### src/rtl/core/gbf_pkg.sv
// shared types and constants of the gliding biquad filter
`default_nettype none

package gbf_pkg;

   // coefficient format, Q4.28 signed
   localparam int COEF_W = 32;
   localparam int NCOEF = 5;
   localparam int CSR_IDX_W = 3;

   typedef logic signed [COEF_W-1:0] coef_type;
   typedef logic [CSR_IDX_W-1:0] coef_idx_type;

   // coefficient indexes, also the csr register indexes
   localparam coef_idx_type IDX_B0 = 3'd0;
   localparam coef_idx_type IDX_B1 = 3'd1;
   localparam coef_idx_type IDX_B2 = 3'd2;
   localparam coef_idx_type IDX_A1 = 3'd3;
   localparam coef_idx_type IDX_A2 = 3'd4;

   localparam coef_type COEF_ONE = 32'sd268435456;
   localparam logic signed [COEF_W:0] DIFF_LIMIT = 33'sd4194304;

   // datapath formats
   localparam int PROD_SHIFT = 16;
   localparam int OUT_SHIFT = 12;
   localparam int DELAY_W = 48;
   localparam int ACC_W = DELAY_W + 2;

   // glide step counter
   localparam int STEP_W = 4;

   // lerp divider: magnitude of a coefficient difference over steps left plus one
   // a difference of two full-range coefficients needs one bit more than a coefficient
   localparam int DIV_W = COEF_W + 1;
   localparam int DIVISOR_W = STEP_W + 1;

endpackage

`default_nettype wire

### src/rtl/core/gbf_divider.sv
// iterative unsigned restoring divider, one quotient bit per cycle
`default_nettype none

module gbf_divider (
   input  wire                            clock,
   input  wire                            reset,
   input  wire                            start,
   input  wire [gbf_pkg::DIV_W-1:0]       dividend,
   input  wire [gbf_pkg::DIVISOR_W-1:0]   divisor,
   output logic                           done,
   output logic [gbf_pkg::DIV_W-1:0]      quotient
);

   localparam int CNT_W = $clog2(gbf_pkg::DIV_W + 1);

   logic                            busy_ff, busy_in;
   logic                            done_ff, done_in;
   logic [CNT_W-1:0]                cnt_ff, cnt_in;
   logic [gbf_pkg::DIV_W-1:0]       quo_ff, quo_in;
   logic [gbf_pkg::DIVISOR_W-1:0]   rem_ff, rem_in;
   logic [gbf_pkg::DIVISOR_W-1:0]   dsr_ff, dsr_in;
   logic [gbf_pkg::DIVISOR_W:0]     shifted;
   logic [gbf_pkg::DIVISOR_W:0]     trial;
   logic                            fits;

   // trial subtract of the divisor from the shifted partial remainder
   always_comb begin
      shifted = {rem_ff, quo_ff[gbf_pkg::DIV_W-1]};
      trial   = shifted - {1'b0, dsr_ff};
      fits    = shifted >= {1'b0, dsr_ff};
   end

   // iteration control
   always_comb begin
      busy_in = busy_ff;
      done_in = 1'b0;
      cnt_in  = cnt_ff;
      quo_in  = quo_ff;
      rem_in  = rem_ff;
      dsr_in  = dsr_ff;
      if (start) begin
         busy_in = 1'b1;
         cnt_in  = CNT_W'(gbf_pkg::DIV_W);
         quo_in  = dividend;
         rem_in  = '0;
         dsr_in  = divisor;
      end else if (busy_ff) begin
         quo_in = {quo_ff[gbf_pkg::DIV_W-2:0], fits};
         rem_in = fits ? trial[gbf_pkg::DIVISOR_W-1:0] : shifted[gbf_pkg::DIVISOR_W-1:0];
         cnt_in = cnt_ff - 1'b1;
         if (cnt_ff == CNT_W'(1)) begin
            busy_in = 1'b0;
            done_in = 1'b1;
         end
      end
   end

   always_ff @(posedge clock) begin
      if (reset) begin
         busy_ff <= 1'b0;
         done_ff <= 1'b0;
         cnt_ff  <= '0;
      end else begin
         busy_ff <= busy_in;
         done_ff <= done_in;
         cnt_ff  <= cnt_in;
      end
      quo_ff <= quo_in;
      rem_ff <= rem_in;
      dsr_ff <= dsr_in;
   end

   assign done     = done_ff;
   assign quotient = quo_ff;

endmodule

`default_nettype wire

### src/rtl/core/gliding_biquad_filter_core.sv
// gliding biquad filter top level: sequencer, shared multiplier and coefficient glide
`default_nettype none

// Transposed direct form II biquad on signed samples with Q4.28 coefficients
// written through the csr port (0 b0, 1 b1, 2 b2, 3 a1, 4 a2). A sample is
// accepted, takes its five products through the single shared multiplier and
// its accumulator, then loads the output register. A sample that closes a
// glide step other than the last adds the lerp of all five coefficients
// through the bit-serial divider, once every SAMPLES_PER_STEP samples while
// a glide runs; the last step copies the latched targets. A change of any
// target by more than 1/64 restarts an 8-step glide; rsp_gliding reports
// whether the coefficients are still moving. A finished result waits in the
// output register while the next sample is accepted.

module gliding_biquad_filter_core #(
   parameter int GLIDE_STEPS      = 8,
   parameter int SAMPLES_PER_STEP = 32,
   parameter int SAMPLE_BITS      = 24
) (
   input  wire                                  clock,
   input  wire                                  reset,
   input  wire                                  req_valid,
   output logic                                 req_ready,
   input  wire signed [SAMPLE_BITS-1:0]         req_sample_in,
   output logic                                 rsp_valid,
   input  wire                                  rsp_ready,
   output logic signed [SAMPLE_BITS-1:0]        rsp_sample_out,
   output logic                                 rsp_gliding,
   input  wire                                  csr_write_enable,
   input  wire [gbf_pkg::CSR_IDX_W-1:0]         csr_index,
   input  wire [gbf_pkg::COEF_W-1:0]            csr_write_data
);

   localparam int PROD_W  = SAMPLE_BITS + gbf_pkg::COEF_W;
   localparam int PHASE_W = (SAMPLES_PER_STEP > 1) ? $clog2(SAMPLES_PER_STEP) : 1;
   localparam int YSUM_W  = gbf_pkg::DELAY_W + 1;
   localparam int YSH_W   = YSUM_W - gbf_pkg::OUT_SHIFT;
   localparam int DIFF_W  = gbf_pkg::COEF_W + 1;
   localparam int LSUM_W  = gbf_pkg::COEF_W + 2;

   // sequencer states
   localparam logic [2:0] ST_IDLE       = 3'd0;
   localparam logic [2:0] ST_FILT       = 3'd1;
   localparam logic [2:0] ST_LERP_START = 3'd2;
   localparam logic [2:0] ST_LERP_WAIT  = 3'd3;
   localparam logic [2:0] ST_OUT        = 3'd4;

   // filter schedule slots
   localparam logic [2:0] FC_MUL_B0 = 3'd0;
   localparam logic [2:0] FC_MUL_B1 = 3'd1;
   localparam logic [2:0] FC_ROUND  = 3'd2;
   localparam logic [2:0] FC_MUL_A1 = 3'd3;
   localparam logic [2:0] FC_MUL_B2 = 3'd4;
   localparam logic [2:0] FC_MUL_A2 = 3'd5;
   localparam logic [2:0] FC_SUB_A2 = 3'd6;
   localparam logic [2:0] FC_LAST   = 3'd7;

   localparam logic signed [YSUM_W-1:0] ROUND_HALF =
      YSUM_W'(1) <<< (gbf_pkg::OUT_SHIFT - 1);

   // saturate the accumulator to the delay-term range
   function automatic logic signed [gbf_pkg::DELAY_W-1:0] sat_delay(
      input logic signed [gbf_pkg::ACC_W-1:0] v
   );
      logic [gbf_pkg::ACC_W-gbf_pkg::DELAY_W:0] top;
      top = v[gbf_pkg::ACC_W-1:gbf_pkg::DELAY_W-1];
      if ((&top) || !(|top)) begin
         return v[gbf_pkg::DELAY_W-1:0];
      end
      return v[gbf_pkg::ACC_W-1] ? {1'b1, {(gbf_pkg::DELAY_W-1){1'b0}}}
                                 : {1'b0, {(gbf_pkg::DELAY_W-1){1'b1}}};
   endfunction

   // state
   logic [2:0]                         state_ff, state_in;
   logic [2:0]                         fc_ff, fc_in;
   logic [gbf_pkg::CSR_IDX_W-1:0]      li_ff, li_in;
   gbf_pkg::coef_type                  target_ff [gbf_pkg::NCOEF];
   gbf_pkg::coef_type                  latched_ff [gbf_pkg::NCOEF];
   gbf_pkg::coef_type                  latched_in [gbf_pkg::NCOEF];
   gbf_pkg::coef_type                  active_ff [gbf_pkg::NCOEF];
   gbf_pkg::coef_type                  active_in [gbf_pkg::NCOEF];
   logic signed [gbf_pkg::DELAY_W-1:0] d1_ff, d1_in;
   logic signed [gbf_pkg::DELAY_W-1:0] d2_ff, d2_in;
   logic [gbf_pkg::STEP_W-1:0]         steps_ff, steps_in;
   logic [PHASE_W-1:0]                 phase_ff, phase_in;
   logic                               never_set_ff, never_set_in;
   logic                               rsp_valid_ff, rsp_valid_in;

   // datapath payload
   logic signed [SAMPLE_BITS-1:0]      x_ff, x_in;
   logic signed [SAMPLE_BITS-1:0]      y_ff, y_in;
   logic signed [PROD_W-1:0]           prod_ff, prod_in;
   logic signed [gbf_pkg::ACC_W-1:0]   acc_ff, acc_in;
   logic                               div_neg_ff, div_neg_in;
   logic signed [SAMPLE_BITS-1:0]      out_sample_ff, out_sample_in;
   logic                               out_gliding_ff, out_gliding_in;

   // combinational helpers
   logic                               big_change;
   logic signed [DIFF_W-1:0]           tdiff [gbf_pkg::NCOEF];
   logic [gbf_pkg::CSR_IDX_W-1:0]      coef_idx;
   logic                               mul_use_y;
   logic                               prod_load;
   gbf_pkg::coef_type                  coef_rd;
   logic signed [SAMPLE_BITS-1:0]      mul_a;
   logic signed [PROD_W-1:0]           prod_full;
   logic signed [gbf_pkg::ACC_W-1:0]   p_ext;
   logic signed [gbf_pkg::DELAY_W-1:0] acc_sat;
   logic signed [YSUM_W-1:0]           ysum;
   logic signed [YSH_W-1:0]            yshift;
   logic signed [SAMPLE_BITS-1:0]      y_sat;
   logic [PHASE_W:0]                   phase_next;
   logic signed [DIFF_W-1:0]           lerp_diff;
   logic [DIFF_W-1:0]                  lerp_mag;
   logic signed [LSUM_W-1:0]           lerp_q;
   logic signed [LSUM_W-1:0]           lerp_sum;
   logic                               div_start;
   logic                               div_done;
   logic [gbf_pkg::DIV_W-1:0]          div_quotient;
   logic [gbf_pkg::DIVISOR_W-1:0]      div_divisor;

   // target change detection against the latched targets
   always_comb begin
      big_change = 1'b0;
      for (int i = 0; i < gbf_pkg::NCOEF; i++) begin
         tdiff[i] = DIFF_W'(target_ff[i]) - DIFF_W'(latched_ff[i]);
         if (tdiff[i] > gbf_pkg::DIFF_LIMIT || tdiff[i] < -gbf_pkg::DIFF_LIMIT) begin
            big_change = 1'b1;
         end
      end
   end

   // shared multiplier with registered product
   assign coef_rd   = active_ff[coef_idx];
   assign mul_a     = mul_use_y ? y_ff : x_ff;
   assign prod_full = PROD_W'(mul_a) * PROD_W'(coef_rd);
   assign p_ext     = gbf_pkg::ACC_W'($signed(prod_ff[PROD_W-1:gbf_pkg::PROD_SHIFT]));

   // output rounding and saturation
   always_comb begin
      acc_sat = sat_delay(acc_ff);
      ysum    = YSUM_W'(acc_sat) + ROUND_HALF;
      yshift  = ysum[YSUM_W-1:gbf_pkg::OUT_SHIFT];
      if ((&yshift[YSH_W-1:SAMPLE_BITS-1]) || !(|yshift[YSH_W-1:SAMPLE_BITS-1])) begin
         y_sat = yshift[SAMPLE_BITS-1:0];
      end else begin
         y_sat = yshift[YSH_W-1] ? {1'b1, {(SAMPLE_BITS-1){1'b0}}}
                                 : {1'b0, {(SAMPLE_BITS-1){1'b1}}};
      end
   end

   // lerp operands for the selected coefficient
   always_comb begin
      lerp_diff   = DIFF_W'(latched_ff[li_ff]) - DIFF_W'(active_ff[li_ff]);
      lerp_mag    = lerp_diff[DIFF_W-1] ? DIFF_W'(-lerp_diff) : DIFF_W'(lerp_diff);
      lerp_q      = div_neg_ff ? -LSUM_W'($signed({1'b0, div_quotient}))
                               : LSUM_W'($signed({1'b0, div_quotient}));
      lerp_sum    = LSUM_W'(active_ff[li_ff]) + lerp_q;
      div_divisor = {1'b0, steps_ff} + 1'b1;
   end

   assign phase_next = {1'b0, phase_ff} + 1'b1;

   // sequencer
   always_comb begin
      state_in       = state_ff;
      fc_in          = fc_ff;
      li_in          = li_ff;
      latched_in     = latched_ff;
      active_in      = active_ff;
      d1_in          = d1_ff;
      d2_in          = d2_ff;
      steps_in       = steps_ff;
      phase_in       = phase_ff;
      never_set_in   = never_set_ff;
      x_in           = x_ff;
      y_in           = y_ff;
      acc_in         = acc_ff;
      div_neg_in     = div_neg_ff;
      out_sample_in  = out_sample_ff;
      out_gliding_in = out_gliding_ff;
      rsp_valid_in   = rsp_valid_ff & ~rsp_ready;
      coef_idx       = gbf_pkg::IDX_B0;
      mul_use_y      = 1'b0;
      prod_load      = 1'b0;
      div_start      = 1'b0;
      req_ready      = 1'b0;
      case (state_ff)
         ST_IDLE: begin
            req_ready = 1'b1;
            if (req_valid) begin
               // latch targets and decide between copy, glide or keep
               x_in       = req_sample_in;
               latched_in = target_ff;
               if (never_set_ff) begin
                  never_set_in = 1'b0;
                  steps_in     = '0;
                  phase_in     = '0;
                  active_in    = target_ff;
               end else if (big_change) begin
                  steps_in = gbf_pkg::STEP_W'(GLIDE_STEPS);
                  phase_in = '0;
               end else if (steps_ff == '0) begin
                  active_in = target_ff;
               end
               fc_in    = FC_MUL_B0;
               state_in = ST_FILT;
            end
         end
         ST_FILT: begin
            fc_in = fc_ff + 1'b1;
            case (fc_ff)
               FC_MUL_B0: begin
                  coef_idx  = gbf_pkg::IDX_B0;
                  prod_load = 1'b1;
                  acc_in    = gbf_pkg::ACC_W'(d1_ff);
               end
               FC_MUL_B1: begin
                  coef_idx  = gbf_pkg::IDX_B1;
                  prod_load = 1'b1;
                  acc_in    = acc_ff + p_ext;
               end
               FC_ROUND: begin
                  y_in   = y_sat;
                  acc_in = gbf_pkg::ACC_W'(d2_ff);
               end
               FC_MUL_A1: begin
                  coef_idx  = gbf_pkg::IDX_A1;
                  mul_use_y = 1'b1;
                  prod_load = 1'b1;
                  acc_in    = acc_ff + p_ext;
               end
               FC_MUL_B2: begin
                  coef_idx  = gbf_pkg::IDX_B2;
                  prod_load = 1'b1;
                  acc_in    = acc_ff - p_ext;
               end
               FC_MUL_A2: begin
                  d1_in     = acc_sat;
                  coef_idx  = gbf_pkg::IDX_A2;
                  mul_use_y = 1'b1;
                  prod_load = 1'b1;
                  acc_in    = p_ext;
               end
               FC_SUB_A2: begin
                  acc_in = acc_ff - p_ext;
               end
               FC_LAST: begin
                  d2_in    = acc_sat;
                  state_in = ST_OUT;
                  // glide step timing
                  if (steps_ff != '0) begin
                     if (phase_next >= (PHASE_W + 1)'(SAMPLES_PER_STEP)) begin
                        phase_in = '0;
                        steps_in = steps_ff - 1'b1;
                        if (steps_ff == gbf_pkg::STEP_W'(1)) begin
                           active_in = latched_ff;
                        end else begin
                           li_in    = gbf_pkg::IDX_B0;
                           state_in = ST_LERP_START;
                        end
                     end else begin
                        phase_in = phase_next[PHASE_W-1:0];
                     end
                  end
               end
               default: begin
                  state_in = ST_IDLE;
               end
            endcase
         end
         ST_LERP_START: begin
            coef_idx   = li_ff;
            div_start  = 1'b1;
            div_neg_in = lerp_diff[DIFF_W-1];
            state_in   = ST_LERP_WAIT;
         end
         ST_LERP_WAIT: begin
            coef_idx = li_ff;
            if (div_done) begin
               active_in[li_ff] = lerp_sum[gbf_pkg::COEF_W-1:0];
               if (li_ff == gbf_pkg::IDX_A2) begin
                  state_in = ST_OUT;
               end else begin
                  li_in    = li_ff + 1'b1;
                  state_in = ST_LERP_START;
               end
            end
         end
         ST_OUT: begin
            // load the output register once it is free
            if (!rsp_valid_ff || rsp_ready) begin
               out_sample_in  = y_ff;
               out_gliding_in = steps_ff != '0;
               rsp_valid_in   = 1'b1;
               state_in       = ST_IDLE;
            end
         end
         default: begin
            state_in = ST_IDLE;
         end
      endcase
   end

   assign prod_in = prod_load ? prod_full : prod_ff;

   // lerp divider
   gbf_divider u_divider (
      .clock    (clock),
      .reset    (reset),
      .start    (div_start),
      .dividend (lerp_mag[gbf_pkg::DIV_W-1:0]),
      .divisor  (div_divisor),
      .done     (div_done),
      .quotient (div_quotient)
   );

   // control and filter state
   always_ff @(posedge clock) begin
      if (reset) begin
         state_ff     <= ST_IDLE;
         fc_ff        <= FC_MUL_B0;
         li_ff        <= gbf_pkg::IDX_B0;
         d1_ff        <= '0;
         d2_ff        <= '0;
         steps_ff     <= '0;
         phase_ff     <= '0;
         never_set_ff <= 1'b1;
         rsp_valid_ff <= 1'b0;
         for (int i = 0; i < gbf_pkg::NCOEF; i++) begin
            latched_ff[i] <= (i == 0) ? gbf_pkg::COEF_ONE : '0;
            active_ff[i]  <= (i == 0) ? gbf_pkg::COEF_ONE : '0;
         end
      end else begin
         state_ff     <= state_in;
         fc_ff        <= fc_in;
         li_ff        <= li_in;
         d1_ff        <= d1_in;
         d2_ff        <= d2_in;
         steps_ff     <= steps_in;
         phase_ff     <= phase_in;
         never_set_ff <= never_set_in;
         rsp_valid_ff <= rsp_valid_in;
         latched_ff   <= latched_in;
         active_ff    <= active_in;
      end
   end

   // target coefficient registers
   always_ff @(posedge clock) begin
      if (reset) begin
         for (int i = 0; i < gbf_pkg::NCOEF; i++) begin
            target_ff[i] <= (i == 0) ? gbf_pkg::COEF_ONE : '0;
         end
      end else if (csr_write_enable && csr_index < gbf_pkg::CSR_IDX_W'(gbf_pkg::NCOEF)) begin
         target_ff[csr_index] <= csr_write_data;
      end
   end

   // datapath registers
   always_ff @(posedge clock) begin
      x_ff           <= x_in;
      y_ff           <= y_in;
      prod_ff        <= prod_in;
      acc_ff         <= acc_in;
      div_neg_ff     <= div_neg_in;
      out_sample_ff  <= out_sample_in;
      out_gliding_ff <= out_gliding_in;
   end

   assign rsp_valid      = rsp_valid_ff;
   assign rsp_sample_out = out_sample_ff;
   assign rsp_gliding    = out_gliding_ff;

endmodule

`default_nettype wire
### config.mk
export PLATFORM = sky130hd
export DESIGN_NAME = gliding_biquad_filter_core
export DESIGN_NICKNAME = d
export VERILOG_FILES = /design/src/rtl/core/gbf_pkg.sv /design/src/rtl/core/gbf_divider.sv /design/src/rtl/core/gliding_biquad_filter_core.sv
export SDC_FILE = /design/constraint.sdc
export NUM_CORES = 2
export LEC_CHECK = 0
export ABC_AREA = 1
export BUFFER_PORTS_ARGS = -buffer_cell sky130_fd_sc_hd__buf_2
export CORE_ASPECT_RATIO = 0.9
export CORE_UTILIZATION = 30
export CTS_CLUSTER_SIZE = 24
export DETAILED_ROUTE_END_ITERATION = 8
export PLACE_DENSITY = 0.48
export SLEW_MARGIN = 10
export SYNTH_ARGS = -nofsm -noshare
export SYNTH_HDL_FRONTEND = slang
export SYNTH_SLANG_ARGS = --single-unit
### constraint.sdc
create_clock -name clock -period 9.9 [get_ports clock]
set_clock_uncertainty 0.05 [all_clocks]
set_input_delay 1.485 -clock clock [delete_from_list [all_inputs] [get_ports clock]]
set_output_delay 1.485 -clock clock [all_outputs]
set_load 0.02 [all_outputs]
==> run summary <==
Setup violations remaining at the end of the flow were counted as 0. Max-cap violations in this run came to 0. The highest-delay cell along the critical path is fa_1. The number of distinct library cells after synthesis came out at 67. The placed instance area is a little over 90000 µm². The total number of H-tree levels came out at 3. The clock passes through at most 3 buffers. Counting every net in the synthesized netlist gives 14270. Summed over all instances, the cell type with the most area after synthesis is fa_1. The die footprint is 296400 µm². The total overflow left after global routing is 0. The most used flip-flop cell after synthesis is dfxtp_1. In this run the worst path has a maximum fanout of 30. The detailed-placement wirelength estimate is between 300000 and 400000 µm. The largest stage delay on the critical path came out at ~0.54 ns. The average wire per standard cell came out at 24.10 µm. The final-layout setup total negative slack came out at 0 ns. The cell at the root of the clock tree is clkbuf_16. The total via count after detailed routing is 88170.

The initial antenna violation count is 30. The routed wire length is 404900 µm. The worst setup path is captured at a register. The pre-antenna-repair detailed-routing pass consisted of 8 iterations. The count of hold buffers inserted by post-cts repair came out at 0. The commonest cells after synthesis are 2858 x nand2_1, 2187 x inv_1, 1733 x nor2_1. The number of enable flip-flop cells after synthesis is 202. Port buffering added 90 buffers. The area share of the largest cell type after synthesis is 17.94%.

The sequential area share after synthesis came out at 20.68%. The data arrival at the endpoint of the critical path is 9.97 ns. The global-route total usage across every layer is 26.72%.

The final max-slew violation count is 0. The worst-case setup slack after placement is roughly 0.44 ns. The final setup slack of the worst path is approximately 0.33 ns.

The post-route netlist has 4.797% of its cells at a drive strength greater than 1. The DRC violations left is 0. The total number of yosys warnings is 0. The synthesized design contains 811 register bits.

The die is 573.8 µm wide. Setup repair after global routing left no endpoint under its margin. By instance count, the leading cell after synthesis is nand2_1.

After clock tree synthesis, the clock-pin slew on the worst setup and hold paths is about 0.060 ns. The transition at the pin with the smallest max-transition slack came out at 1.295 ns. The peak clock frequency supported by timing came out at between 100 and 150 MHz. The share of the cycle needed by the critical path after routing is 96.65%. The number of instances in the synthesized netlist came out at between 10000 and 15000. The final count of hold timing violations is 0.

At the end of the flow, the number of nets in the layout was roughly 14000. The detailed-route vias per instance came out at 5.248. The total core area is 292200 µm². The mapped netlist covers slightly below 90000 µm². The type of the most critical hold path is register to register.

The via count of the first global-routing pass is 82480. Yosys attributes the largest share of cell area to fa_1 18%, dfxtp_1 14%, nand2_1 12%. The count of fill cells added during filler insertion is ~32000. 91 I/O pins were placed. The run finished with clean final reports. The category of the most critical setup path is register to register. The required time at the worst-slack endpoint is 10.30 ns. The layout overhead on the synthesized area came out at 9.713%. STA classifies the critical path startpoint as a register. The final RePlAce weighted congestion is 0.9967. The height of the chip is 516.6 µm. The first global-routing pass estimated 585000 µm of wire.

The remaining antenna violation count is 0. The async set-or-reset flop fraction in the synthesized netlist came out at 0%. The insertion delay to the later sink of the worst-skew pair came out at 0.84 ns.

The maximum number of pins on one net before global-route repair came out at 170. The number of rows created at floorplan came out at ~190. The clock tree from TritonCTS is yes.

In this run the tightest slew margin relative to its limit is roughly 13%. The TritonCTS buffer count came out at ~100. The number of DRC markers in iteration 0 came out at 10410. The mean post-synth cell area came out at just under 7 µm². The starting density of the core is 30.21%. The area of all placed cells without fillers came out at 96840 µm². The count of clock tree sinks is 811. After layout, the minimum clock period comes to around 9.6 ns.
flip-flops by register name, indices dropped and copies added, names as in the netlist, 33 cells and up:
name	count
d1_ff	48
latched_ff	160
d2_ff	48
acc_ff	50
active_ff	160
target_ff	160
prod_ff	40
u_divider.quotient	33
what timing repair did:
action	CTS	global route
resized for setup	0	11
endpoints found under the setup margin	0	10
setup buffers	0	2
final cells by class:
class                           count  area (µm²)  share of cell area (%)
Antenna cell                        3       7.507                0.007752
Multi-Input combinational cell   9401       59890                   61.84
Tap cell                         3895        4873                   5.032
Inverter                         2225        8401                   8.675
Timing Repair Buffer              283        1957                   2.021
Clock buffer                      139        2838                   2.930
Sequential cell                   811       18260                   18.85
Clock inverter                     46       619.3                  0.6396
worst paths after layout:
path                       start                  end  slack [ns]  depth (start not counted)
max                  state_ff[0]          prod_ff[32]        0.33                         37
min          u_divider.rem_ff[4]  u_divider.rem_ff[4]        0.41                          2
min reg2reg  u_divider.rem_ff[4]  u_divider.rem_ff[4]        0.41                          2
max reg2reg          state_ff[0]          prod_ff[32]        0.33                         37
cell families (layout without fill, tap and decap cells):
group | count (synthesis) | after routing | share of synthesized area (%)
AND/OR/NAND/NOR | 5569 | 5569 | 25.61
buffers and inverters | 2763 | 2693 | 11.92
AO/OA/AOI/OAI | 2317 | 2317 | 14.77
adder cells (fa/ha/maj) | 1235 | 1235 | 24.23
flip-flops | 811 | 811 | 20.68
XOR/XNOR | 280 | 280 | 2.778
other | 0 | 3 | 0
worst max-delay path, delay by kind of cell (launching register included):
family                     cells  cell delay [ns]
and+or+nand+nor                8             1.23
xor gates and xnor gates       1             0.18
DFF                            1             0.34
buffers and inverters         14             1.96
adders and majority gates      8             3.81
AOI/OAI and AO/OA              6             1.68
per-layer routing:
metal  global-route usage [%]  routed length, µm  part of all wire (%)  vias to the layer above
met5                        0                168                 0.041                        -
met4                    9.608              16570                   4.1                       24
met3                    5.597              40250                   9.9                      668
met2                    38.74             164300                    41                     3909
met1                    38.66             183600                    45                    42660
li1                         -                  -                     -                    40920
cells in the final DEF, fill, tap and decap left out, types with 23 or more instances in the layout:
cell type	Yosys	routed
nand2_1	2858	2853
inv_1	2187	2172
nor2_1	1733	1729
a21oi_1	988	985
fa_1	791	791
o21ai_0	755	746
dfxtp_1	609	609
nand3_1	580	580
ha_1	444	444
edfxtp_1	202	202
xor2_1	204	200
buf_4	13	187
nand4_1	120	120
nor3_1	119	116
a221oi_1	106	106
o22ai_1	116	104
clkbuf_16	0	99
buf_2	42	90
o211ai_1	77	77
xnor2_1	76	73
o221ai_1	56	56
a31oi_1	42	42
or2_2	42	42
nor4_1	35	30
o21bai_1	30	30
inv_2	22	29
o21ai_1	32	26
a21o_1	24	24
nand3b_1	23	23
metrics by stage:
step	hold slack, ns	util [%]	instances
global route	0.4287	33.15	16800
detailed placement	0.3972	31.94	16610
finish	0.4077	33.15	16800
global placement	0.3866	31.94	16610
floorplan	0.3708	-	12980
CTS	0.4091	33.13	16800
Power is left out: the tool's default activity adds up to more than one toggle a clock period on the data nets, which glitch-free logic cannot reach.
